<file path="src/sv/first_substring_match_finder_unit_macros.svh">
// ----------------------------------------------------------------------------
// first substring match finder assertion macros
// implication checks on the rising clock edge, disabled while in reset
// ----------------------------------------------------------------------------
`ifndef FIRST_SUBSTRING_MATCH_FINDER_UNIT_MACROS_SVH
`define FIRST_SUBSTRING_MATCH_FINDER_UNIT_MACROS_SVH

`ifndef SYNTHESIS

// same-cycle implication
`define FSMF_ASSERT_IMP(lbl, ante, cons, msg) \
  lbl: assert property (@(posedge clk_i) disable iff (!rst_ni) (ante) |-> (cons)) \
    else $error(msg);

// next-cycle implication
`define FSMF_ASSERT_NXT(lbl, ante, cons, msg) \
  lbl: assert property (@(posedge clk_i) disable iff (!rst_ni) (ante) |=> (cons)) \
    else $error(msg);

`else

`define FSMF_ASSERT_IMP(lbl, ante, cons, msg)
`define FSMF_ASSERT_NXT(lbl, ante, cons, msg)

`endif

`endif

</file>
<file path="src/sv/fsmf_pkg.sv">
// ----------------------------------------------------------------------------
// fsmf_pkg
// shared types and constants of the first substring match finder
// ----------------------------------------------------------------------------
`default_nettype none

package fsmf_pkg;

  localparam int unsigned CharW   = 8;
  localparam int unsigned CfgIdxW = 2;
  localparam int unsigned CfgDatW = 64;
  localparam int unsigned PLenW   = 5;
  localparam int unsigned IndexW  = 17;

  typedef enum logic [CfgIdxW-1:0] {
    CFG_PAT_LOW  = 2'd0,
    CFG_PAT_HIGH = 2'd1,
    CFG_PAT_LEN  = 2'd2
  } cfg_reg_e;

  // control broadcast to every cell of the chain
  typedef struct packed {
    logic             clear;
    logic             step;
    logic [CharW-1:0] text_char;
  } cell_ctrl_t;

endpackage

`default_nettype wire

</file>
<file path="src/sv/fsmf_cell.sv">
// ----------------------------------------------------------------------------
// fsmf_cell
// one pattern position: holds its pattern character and partial-match bit
// ----------------------------------------------------------------------------
`default_nettype none

module fsmf_cell
  import fsmf_pkg::*;
#(
  parameter int unsigned CELL_IDX = 0
) (
  input  wire logic             clk_i,
  input  wire logic             rst_ni,
  input  wire cell_ctrl_t       ctrl_i,
  input  wire logic             pat_we_i,
  input  wire logic [CharW-1:0] pat_byte_i,
  input  wire logic [PLenW-1:0] plen_i,
  input  wire logic             prev_match_i,
  input  wire logic             active_i,
  input  wire logic             active_next_i,
  output logic                  match_o,
  output logic                  active_o,
  output logic                  last_o,
  output logic                  hit_o
);

  logic [CharW-1:0] pat_q;
  logic             match_q;
  logic             match_d;

  always_ff @(posedge clk_i or negedge rst_ni) begin
    if (!rst_ni) begin
      pat_q <= '0;
    end else if (pat_we_i) begin
      pat_q <= pat_byte_i;
    end
  end

  // position is in use when inside the length and no zero byte at or before it
  assign active_o = active_i && (PLenW'(CELL_IDX) < plen_i) && (pat_q != '0);
  assign last_o   = active_o && !active_next_i;

  assign match_d = prev_match_i && active_o && (ctrl_i.text_char == pat_q);
  assign hit_o   = last_o && match_d;

  always_ff @(posedge clk_i or negedge rst_ni) begin
    if (!rst_ni) begin
      match_q <= 1'b0;
    end else if (ctrl_i.clear) begin
      match_q <= 1'b0;
    end else if (ctrl_i.step) begin
      match_q <= match_d;
    end
  end

  assign match_o = match_q;

endmodule

`default_nettype wire

</file>
<file path="src/sv/first_substring_match_finder_unit.sv">
// ----------------------------------------------------------------------------
// first_substring_match_finder_unit
// streaming substring search: a row of cells, one per pattern character
// ----------------------------------------------------------------------------
// throughput: one text word per cycle, but a terminator waits while a result is held at the output
// the result word is valid in the cycle after the terminator is taken
// non-terminator words are taken even while a result waits at the output
// reset: search state, pattern, length and output valid all clear to zero
// the search state also clears after every terminator
// ----------------------------------------------------------------------------
`default_nettype none

`include "first_substring_match_finder_unit_macros.svh"

module first_substring_match_finder_unit
  import fsmf_pkg::*;
#(
  parameter int unsigned MAX_PATTERN   = 16,
  parameter int unsigned POSITION_BITS = 16
) (
  input  wire logic                clk_i,
  input  wire logic                rst_ni,
  input  wire logic                cfg_we_i,
  input  wire logic [CfgIdxW-1:0]  cfg_index_i,
  input  wire logic [CfgDatW-1:0]  cfg_data_i,
  input  wire logic                in_valid_i,
  output logic                     in_ready_o,
  input  wire logic [CharW-1:0]    text_char_i,
  output logic                     out_valid_o,
  input  wire logic                out_ready_i,
  output logic signed [IndexW-1:0] match_index_o,
  output logic                     overflow_o
);

  localparam int unsigned IdxW = (MAX_PATTERN > 1) ? $clog2(MAX_PATTERN) : 1;
  localparam int unsigned ExtW = (POSITION_BITS > IndexW) ? POSITION_BITS : IndexW;
  localparam logic [POSITION_BITS-1:0] PosMax = {POSITION_BITS{1'b1}};

  logic [PLenW-1:0]         plen_q;
  logic [POSITION_BITS-1:0] pos_q;
  logic [POSITION_BITS-1:0] first_start_q;
  logic [POSITION_BITS-1:0] first_start_d;
  logic                     found_q;
  logic                     sat_q;
  logic                     out_valid_q;
  logic [IndexW-1:0]        index_q;
  logic                     ovf_q;

  logic                     in_acc;
  logic                     term_acc;
  logic                     char_acc;
  logic                     any_hit;
  logic [IdxW-1:0]          last_idx;
  logic [ExtW-1:0]          start_ext;
  cell_ctrl_t               ctrl;

  logic [MAX_PATTERN-1:0]   match_vec;
  logic [MAX_PATTERN-1:0]   active_vec;
  logic [MAX_PATTERN-1:0]   last_vec;
  logic [MAX_PATTERN-1:0]   hit_vec;

  // a terminator needs the output slot, other words never do
  assign in_ready_o = !out_valid_q || out_ready_i || (text_char_i != '0);
  assign in_acc     = in_valid_i && in_ready_o;
  assign term_acc   = in_acc && (text_char_i == '0);
  assign char_acc   = in_acc && (text_char_i != '0) && !sat_q;

  assign ctrl.clear     = term_acc;
  assign ctrl.step      = char_acc && !found_q && active_vec[0];
  assign ctrl.text_char = text_char_i;

  always_ff @(posedge clk_i or negedge rst_ni) begin
    if (!rst_ni) begin
      plen_q <= '0;
    end else if (cfg_we_i && (cfg_index_i == CFG_PAT_LEN)) begin
      plen_q <= cfg_data_i[PLenW-1:0];
    end
  end

  for (genvar k = 0; k < MAX_PATTERN; k++) begin : g_cell
    localparam int unsigned Lane = k % 8;
    logic pat_we;
    logic prev_match;
    logic active_in;
    logic active_next;

    if (k < 8) begin : g_low
      assign pat_we = cfg_we_i && (cfg_index_i == CFG_PAT_LOW);
    end else begin : g_high
      assign pat_we = cfg_we_i && (cfg_index_i == CFG_PAT_HIGH);
    end

    if (k == 0) begin : g_head
      assign prev_match = 1'b1;
      assign active_in  = 1'b1;
    end else begin : g_body
      assign prev_match = match_vec[k-1];
      assign active_in  = active_vec[k-1];
    end

    if (k == MAX_PATTERN - 1) begin : g_tail
      assign active_next = 1'b0;
    end else begin : g_mid
      assign active_next = active_vec[k+1];
    end

    fsmf_cell #(
      .CELL_IDX (k)
    ) u_cell (
      .clk_i         (clk_i),
      .rst_ni        (rst_ni),
      .ctrl_i        (ctrl),
      .pat_we_i      (pat_we),
      .pat_byte_i    (cfg_data_i[8*Lane +: 8]),
      .plen_i        (plen_q),
      .prev_match_i  (prev_match),
      .active_i      (active_in),
      .active_next_i (active_next),
      .match_o       (match_vec[k]),
      .active_o      (active_vec[k]),
      .last_o        (last_vec[k]),
      .hit_o         (hit_vec[k])
    );
  end

  assign any_hit = |hit_vec;

  always_comb begin
    last_idx = '0;
    for (int k = 0; k < MAX_PATTERN; k++) begin
      if (last_vec[k]) begin
        last_idx = last_idx | IdxW'(k);
      end
    end
  end

  assign first_start_d = pos_q - POSITION_BITS'(last_idx);

  always_ff @(posedge clk_i or negedge rst_ni) begin
    if (!rst_ni) begin
      pos_q         <= '0;
      sat_q         <= 1'b0;
      found_q       <= 1'b0;
      first_start_q <= '0;
    end else if (term_acc) begin
      pos_q         <= '0;
      sat_q         <= 1'b0;
      found_q       <= 1'b0;
      first_start_q <= '0;
    end else if (char_acc) begin
      if (ctrl.step && any_hit) begin
        found_q       <= 1'b1;
        first_start_q <= first_start_d;
      end
      if (pos_q == PosMax) begin
        sat_q <= 1'b1;
      end else begin
        pos_q <= pos_q + 1'b1;
      end
    end
  end

  assign start_ext = ExtW'(first_start_q);

  always_ff @(posedge clk_i or negedge rst_ni) begin
    if (!rst_ni) begin
      out_valid_q <= 1'b0;
    end else if (term_acc) begin
      out_valid_q <= 1'b1;
    end else if (out_ready_i) begin
      out_valid_q <= 1'b0;
    end
  end

  always_ff @(posedge clk_i) begin
    if (term_acc) begin
      if (!active_vec[0]) begin
        index_q <= '0;
        ovf_q   <= 1'b0;
      end else if (found_q) begin
        index_q <= start_ext[IndexW-1:0];
        ovf_q   <= 1'b0;
      end else begin
        index_q <= '1;
        ovf_q   <= sat_q;
      end
    end
  end

  assign out_valid_o   = out_valid_q;
  assign match_index_o = index_q;
  assign overflow_o    = ovf_q;

  `FSMF_ASSERT_NXT(a_clear_after_term, term_acc,
                   (pos_q == '0) && !found_q && !sat_q && (match_vec == '0),
                   "search state not cleared after terminator")
  `FSMF_ASSERT_IMP(a_sat_pos_max, sat_q, pos_q == PosMax,
                   "saturated without counter at maximum")
  `FSMF_ASSERT_NXT(a_start_held, found_q && !term_acc, $stable(first_start_q),
                   "first start changed after a match")
  `FSMF_ASSERT_IMP(a_ovf_not_found, out_valid_q && ovf_q, index_q == '1,
                   "overflow raised with a found index")

endmodule

`default_nettype wire

</file>
<file path="config.mk">
export PLATFORM = sky130hd
export DESIGN_NAME = first_substring_match_finder_unit
export DESIGN_NICKNAME = d
export VERILOG_FILES = /design/src/sv/fsmf_pkg.sv /design/src/sv/fsmf_cell.sv /design/src/sv/first_substring_match_finder_unit.sv
export VERILOG_INCLUDE_DIRS = /design/src /design/src/sv
export SDC_FILE = /design/constraint.sdc
export NUM_CORES = 1
export LEC_CHECK = 0
export ABC_AREA = 1
export ABC_CLOCK_PERIOD_IN_PS = 5600
export BUFFER_PORTS_ARGS = -buffer_cell sky130_fd_sc_hd__buf_4
export CAP_MARGIN = 20
export CORE_MARGIN = 2
export CORE_UTILIZATION = 65
export CTS_BUF_LIST = sky130_fd_sc_hd__clkbuf_16
export DETAILED_ROUTE_END_ITERATION = 8
export PLACE_DENSITY_LB_ADDON = 0.1
export SLEW_MARGIN = 20
export SYNTH_ARGS = -nofsm -noshare
export SYNTH_HDL_FRONTEND = slang
export SYNTH_SLANG_ARGS = --single-unit
</file>
<file path="constraint.sdc">
create_clock -name clk_i -period 5.6 [get_ports clk_i]
set_input_delay 1.12 -clock clk_i [delete_from_list [all_inputs] [get_ports clk_i]]
set_output_delay 1.12 -clock clk_i [all_outputs]
set_load 0.01 [all_outputs]
</file>
Word-level counts from Yosys, hierarchy flattened
Cells that the tools add are included.
- add/sub/neg operators: 2
- magnitude comparators: 16
- equal/unequal tests: 20
- mux-type cells: 60
- bitwise logic cells: 1
- reduce and logical (&&, ||, !) cells: 152
- operators by type and width (cell ; number):
    $reduce_bool A8 Y1 ; 17
    $eq A8 B8 Y1 ; 16
    $logic_and A1 B1 Y1 ; 103
    $mux W16 ; 6
    $lt A4 B5 Y1 const A ; 8
    $mux W1 ; 39
    $mux W4 ; 8
    $lt A3 B5 Y1 const A ; 4
    $logic_not A1 Y1 ; 18
    $mux W17 ; 1
    $add A16 B1 Y16 const B ; 1
    $eq A16 B16 Y1 const B ; 1
    $reduce_or A16 Y1 ; 1
    $sub A16 B4 Y16 ; 1
    $mux W3 ; 4
    $lt A1 B5 Y1 const A ; 2
    $lt A2 B5 Y1 const A ; 2
    $reduce_bool A2 Y1 ; 5
    $logic_not A8 Y1 ; 1
    $reduce_and A2 Y1 ; 3
    $mux W2 ; 2
    $eq A2 B1 Y1 const B ; 1
    $eq A2 B2 Y1 const B ; 1
    $logic_not A2 Y1 ; 1
    4 further kinds ; 5
- register bits after elaboration: 201
- input bits: 79
- output and inout port bits: 20
- word-level logic and storage cells: 290

Logic depth before layout (Yosys ltp)
- word-level depth: 40
- gate-level depth with buffers: 30

Hierarchy
A second synthesis with hierarchy kept.
- cell total of the unflattened synthesis: 1858
- area total of the unflattened synthesis: 12617.1 µm²
- by module, submodules not included (module ; times used ; cells each ; area an instance (µm²)):
    first_substring_match_finder_unit ; 1 ; 451 ; 3479.6
    fsmf_cell at g_cell[1].u_cell ... ; 2 ; 84 ; 548.0
    fsmf_cell at g_cell[11].u_cell ; 1 ; 103 ; 636.9
    fsmf_cell at g_cell[7].u_cell ; 1 ; 101 ; 629.4
    fsmf_cell at g_cell[15].u_cell ; 1 ; 101 ; 624.3
    fsmf_cell at g_cell[0].u_cell ; 1 ; 95 ; 613.1
    fsmf_cell at g_cell[12].u_cell ; 1 ; 83 ; 570.5
    fsmf_cell at g_cell[9].u_cell ; 1 ; 94 ; 570.5
    fsmf_cell at g_cell[13].u_cell ; 1 ; 93 ; 565.5
    fsmf_cell at g_cell[2].u_cell ; 1 ; 93 ; 564.3
    fsmf_cell at g_cell[10].u_cell ; 1 ; 86 ; 550.5
    fsmf_cell at g_cell[4].u_cell ; 1 ; 80 ; 550.5
    fsmf_cell at g_cell[5].u_cell ; 1 ; 85 ; 550.5
    fsmf_cell at g_cell[8].u_cell ; 1 ; 82 ; 549.3
    2 more rows ; -- ; -- ; --

Worst setup path after synthesis
OpenSTA, ideal clock, no wires.
- path kind: reg-to-reg
- from: reg plen_q[4]
- to: reg first_start_q[14]
- arrival: 3754 ps
- data required time: 5534 ps
- path slack: 1780 ps
- stages on the path, launching flop included: 27
- path buffers: 1
- path through: dfrtp_1 buf_2 inv_1 nand3_1 nor2_1 nor2_4 nand2_2 nor2_8 nand3_4 nor2_4 nand4_4 nor3b_1 o21ai_0 nand2_1 ha_1 inv_1 fa_1 nand2_1 o21ai_0 nor2_1 nand2_1 nor4_1 nand2_1 nor4_1 xor2_1 nand3_1 nand2_1
- word-level cells in the longest chain between the ends: 40
- elaborated cells between the ends (all ways): 148
- RTL lines (item ; line ; RTL):
    from (decl) ; first_substring_match_finder_unit.sv:39 ; logic [PLenW-1:0] plen_q;
    from (signal assigned) ; first_substring_match_finder_unit.sv:76 ; plen_q <= cfg_data_i[PLenW-1:0];
    $lt A1 B5 Y1 ; fsmf_cell.sv:40 ; assign active_o = active_i && (PLenW'(CELL_IDX) < plen_i) && (pat_q != '0);
    $logic_and A1 B1 Y1 (31 in a row) ; fsmf_cell.sv:40 ;
    $logic_not A1 Y1 ; fsmf_cell.sv:41 ; assign last_o = active_o && !active_next_i;
    $logic_and A1 B1 Y1 ; fsmf_cell.sv:41 ;
    $mux W4 (2 in a row) ; first_substring_match_finder_unit.sv:131 ; if (last_vec[k]) begin
    $sub A16 B4 Y16 ; first_substring_match_finder_unit.sv:137 ; assign first_start_d = pos_q - POSITION_BITS'(last_idx);
    $mux W16 ; first_substring_match_finder_unit.sv:151 ; if (ctrl.step && any_hit) begin
    $mux W16 ; first_substring_match_finder_unit.sv:150 ; end else if (char_acc) begin
    $mux W16 ; first_substring_match_finder_unit.sv:145 ; end else if (term_acc) begin
    to (signal assigned) ; first_substring_match_finder_unit.sv:153 ; first_start_q <= first_start_d;
    to (decl) ; first_substring_match_finder_unit.sv:41 ; logic [POSITION_BITS-1:0] first_start_q;
Several ways; a longest one is shown, not always the timed one. The select of a mux whose other input is x is not followed.
A chain may end at the register's enable or synchronous reset.

Worst setup path after layout
- from: reg plen_q[4]
- to: reg first_start_q[15]
The elaborated chain is that of the path after synthesis.

==> impl_metrics.csv <==
group,metric,value,unit
logic_synthesis,yosys_warnings,0,
hold_path,hold_class,"register to register",
die,fp.dieArea,17700,µm²
worst_setup_path,critPathCaptureType,"register",
cells_and_area,final_area,12500,µm²
worst_setup_path,worstSetupPathType,"register to register",
clocking,clock_sinks,201,
timing,worst_pin_slew,0.873,ns
clocking,cts_made_buffers,22,
place,place_congestion,0.997,
worst_setup_path,critPathLaunchType,"register",
routing,routed_via_density,5.82,
grt,grt_pass1_wl,47700,µm
power,leakage,0.00618,µW
run,drv_cap,0,
worst_setup_path,crit_path_end,"first_start_q[15]$_DFFE_PN0P_",
timing,hold_viol,0,
worst_setup_path,cp-startpoint,"plen_q[4]$_DFFE_PN0P_",
power,vdd_ir_drop_max,342,µV
logic_synthesis,synthCells,1404,
logic_synthesis,synth-edff-count,18,
worst_setup_path,rr_worst_depth,27,
worst_setup_path,r2r_start,"plen_q[4]$_DFFE_PN0P_",
timing,finalSetupViolCount,0,
clocking,clkLatencyLatePin,0.51,ns
place,io_buffers,98,
timing,fmax,222,MHz
timing,rsz0062_at_grt,"no",
cells_and_area,n_antenna_cell,0,
logic_synthesis,async_flop_share,91.0,%
worst_setup_path,worstReg2RegEnd,"first_start_q[15]$_DFFE_PN0P_",
power,p_total,4360,µW
clocking,cts_buffer_depth,3,
clocking,cts-resized-gates,0,
die,core_region_area,16500,µm²
grt,grt.overflow.total,0,
timing,period_needed,4.51,ns
clocking,cts_tree,"done",
logic_synthesis,synth_top_area_cell,"dfrtp_1",
timing,fin_worst_skew,0.0103,ns
routing,vias,9954,
timing,timing.setup.tns,0,ns
die,fp.dieW,133,µm
routing,wl,29100,µm
cells_and_area,seqCellArea,5120,µm²
clocking,cts_root_buffer,"clkbuf_16",
grt,grt_max_degree,129,
logic_synthesis,synth_area_leaders,"dfrtp_1 42%, nand2_1 11%, o21ai_0 8.0%",
power,powerDensity,350,nW/µm²
timing,slew_violations,0,
clocking,cts_setup_buffers,0,
logic_synthesis,syn_area_per_cell,7.73,µm²
cells_and_area,drive_above_1_share,12.3,%
logic_synthesis,synth-main-ff-cell,"dfrtp_1",
cells_and_area,fin_nets,1559,
routing,dr.first_iter.drc_count,941,
place,place_area,11700,µm²
clocking,cts.hold.buffers_added,0,
logic_synthesis,yosys-top-cells-count,"313 x nand2_1, 183 x dfrtp_1, 176 x inv_1",
logic_synthesis,synth_seq_cells,201,
logic_synthesis,ys_seq_area_share,47.2,%
timing,period_share,80.6,%
grt,antenna_found_initial,0,
grt,track_usage,33.7,%
grt,grt_pass1_vias,9363,
logic_synthesis,synthesis.nets,1489,
status,status,"finished, final reports clean",
logic_synthesis,syn_area,10800,µm²
die,start_util,65.9,%
routing,antenna_left,0,
clocking,htree_levels,1,
worst_setup_path,required,5.99,ns
routing,drt_pass1_iterations,5,
logic_synthesis,synth.distinct_cells,49,
die,die_h,133,µm
cells_and_area,syn2layout_area_growth,15.0,%
routing,wire_per_inst,17.0,µm
clocking,clk_pin_slew,0.06,ns
worst_setup_path,arrival,4.91,ns
die,ios,99,
die,row_count,47,
worst_setup_path,rrSetupSlack,1.09,ns
place,post-place-ws,1.22,ns
cells_and_area,multi_input_comb_area,4770,µm²
timing,maxSlewHeadroom,41.8,%
cells_and_area,nFillCells,1258,
worst_setup_path,critical_path_peak_fanout,9,
routing,drcViolationCount,0,
place,dp_hpwl,19700,µm
logic_synthesis,synth.most_common_cell,"nand2_1",
logic_synthesis,synth_top_area_share,42.2,%
timing,fin_ws,1.09,ns
-- cell type report --
type | count | share of cell area (%)
Inverter | 189 | 5.69
Clock inverter | 16 | 1.41
Tap cell | 220 | 2.21
Multi-Input combinational cell | 953 | 38.2
Timing Repair Buffer | 107 | 6.60
Sequential cell | 201 | 41.0
Clock buffer | 24 | 4.81
-- per-stage QoR --
stage	utilization [%]	cells	hold slack [ns]
detailed placement	71.0	1670	0.474
global placement	71.0	1670	0.468
floorplan	-	1404	0.436
finish	75.8	1710	0.486
global route	75.8	1710	0.503
CTS	75.7	1710	0.489
-- worst max-delay path, stage by stage, from the launching register on --
cell      delay (ns)
dfrtp_1         0.53
inv_1           0.15
nand3_1         0.09
nor2_1          0.06
nor2_4          0.14
nand2_2         0.10
nor2_8          0.17
nand3_4         0.11
nor2_4          0.17
nand4_4         0.12
nor3b_1         0.39
nand2_1         0.14
nand2_1         0.10
inv_1           0.07
ha_1            0.28
nand2_1         0.07
nor2_1          0.04
a211oi_1        0.24
nor2_1          0.10
nor3_1          0.34
nand4_1         0.21
nor2_1          0.13
nand2_1         0.09
nor2_1          0.15
nand3_1         0.10
xor2_1          0.15
nand3_1         0.09
nand2_1         0.06
-- where the power goes --
group / leakage (µW) / switching, µW / internal (µW) / total [µW]
logic: 0.00334 / 581 / 363 / 944
registers: 0.00246 / 213 / 1670 / 1890
clock network: 0.000378 / 612 / 921 / 1530
total: 0.00618 / 1410 / 2960 / 4360
-- worst min-delay path by stage --
stage                                     startpoint                                     to  slack (ns)  cells past startpoint
2_1_floorplan   g_cell[0].u_cell.match_o$_DFFE_PN0P_   g_cell[0].u_cell.match_o$_DFFE_PN0P_        0.44                      2
3_3_place_gp   g_cell[1].u_cell.pat_q[4]$_DFFE_PN0P_  g_cell[1].u_cell.pat_q[4]$_DFFE_PN0P_        0.47                      2
3_5_place_dp   g_cell[11].u_cell.match_o$_DFFE_PN0P_  g_cell[11].u_cell.match_o$_DFFE_PN0P_        0.47                      2
4_1_cts        g_cell[11].u_cell.match_o$_DFFE_PN0P_  g_cell[11].u_cell.match_o$_DFFE_PN0P_        0.49                      2
5_1_grt        g_cell[1].u_cell.pat_q[4]$_DFFE_PN0P_  g_cell[1].u_cell.pat_q[4]$_DFFE_PN0P_        0.50                      2
6_report       g_cell[6].u_cell.pat_q[6]$_DFFE_PN0P_  g_cell[6].u_cell.pat_q[6]$_DFFE_PN0P_        0.49                      2
-- cell usage in the layout (no fill, tap or decap), types with 23 or more instances in the layout --
master and count:
a21oi_1 28, buf_4 104, clkbuf_16 24, dfrtp_1 183, inv_1 176, nand2_1 311
nand3_1 77, nand4_1 26, nor2_1 150, o21ai_0 174, o22ai_1 23, xor2_1 24
-- sequential cells by signal, summed over array words and instances, names as in the netlist --
| signal | cells |
|---|---|
| found_q | 1 |
| plen_q | 5 |
| pos_q | 16 |
| overflow_o | 1 |
| g_cell.u_cell.pat_q | 128 |
| match_index_o | 17 |
| out_valid_o | 1 |
| sat_q | 1 |
| first_start_q | 16 |
| g_cell.u_cell.match_o | 15 |
-- routing by layer --
| metal | GRT usage, % | share of wire [%] | vias to the layer above | wire, µm |
|---|---|---|---|---|
| met2 | 55.0 | 47 | 482 | 13700 |
| li1 | - | - | 4716 | - |
| met1 | 46.3 | 40 | 4661 | 11800 |
| met5 | 0 | 0 | - | 0 |
| met3 | 5.86 | 8.9 | 95 | 2600 |
| met4 | 11.1 | 3.5 | 0 | 1030 |
-- logic make-up (layout without fill, tap and decap cells) --
family | after synthesis | count (layout) | synth area share, %
DFF | 201 | 201 | 47.2
buffers and inverters | 250 | 336 | 8.97
AOI/OAI and AO/OA | 262 | 262 | 13.5
adders and majority gates | 6 | 6 | 0.761
and+or+nand+nor | 639 | 639 | 25.9
xor gates and xnor gates | 46 | 46 | 3.71
Power figures use the tool's default switching activity.
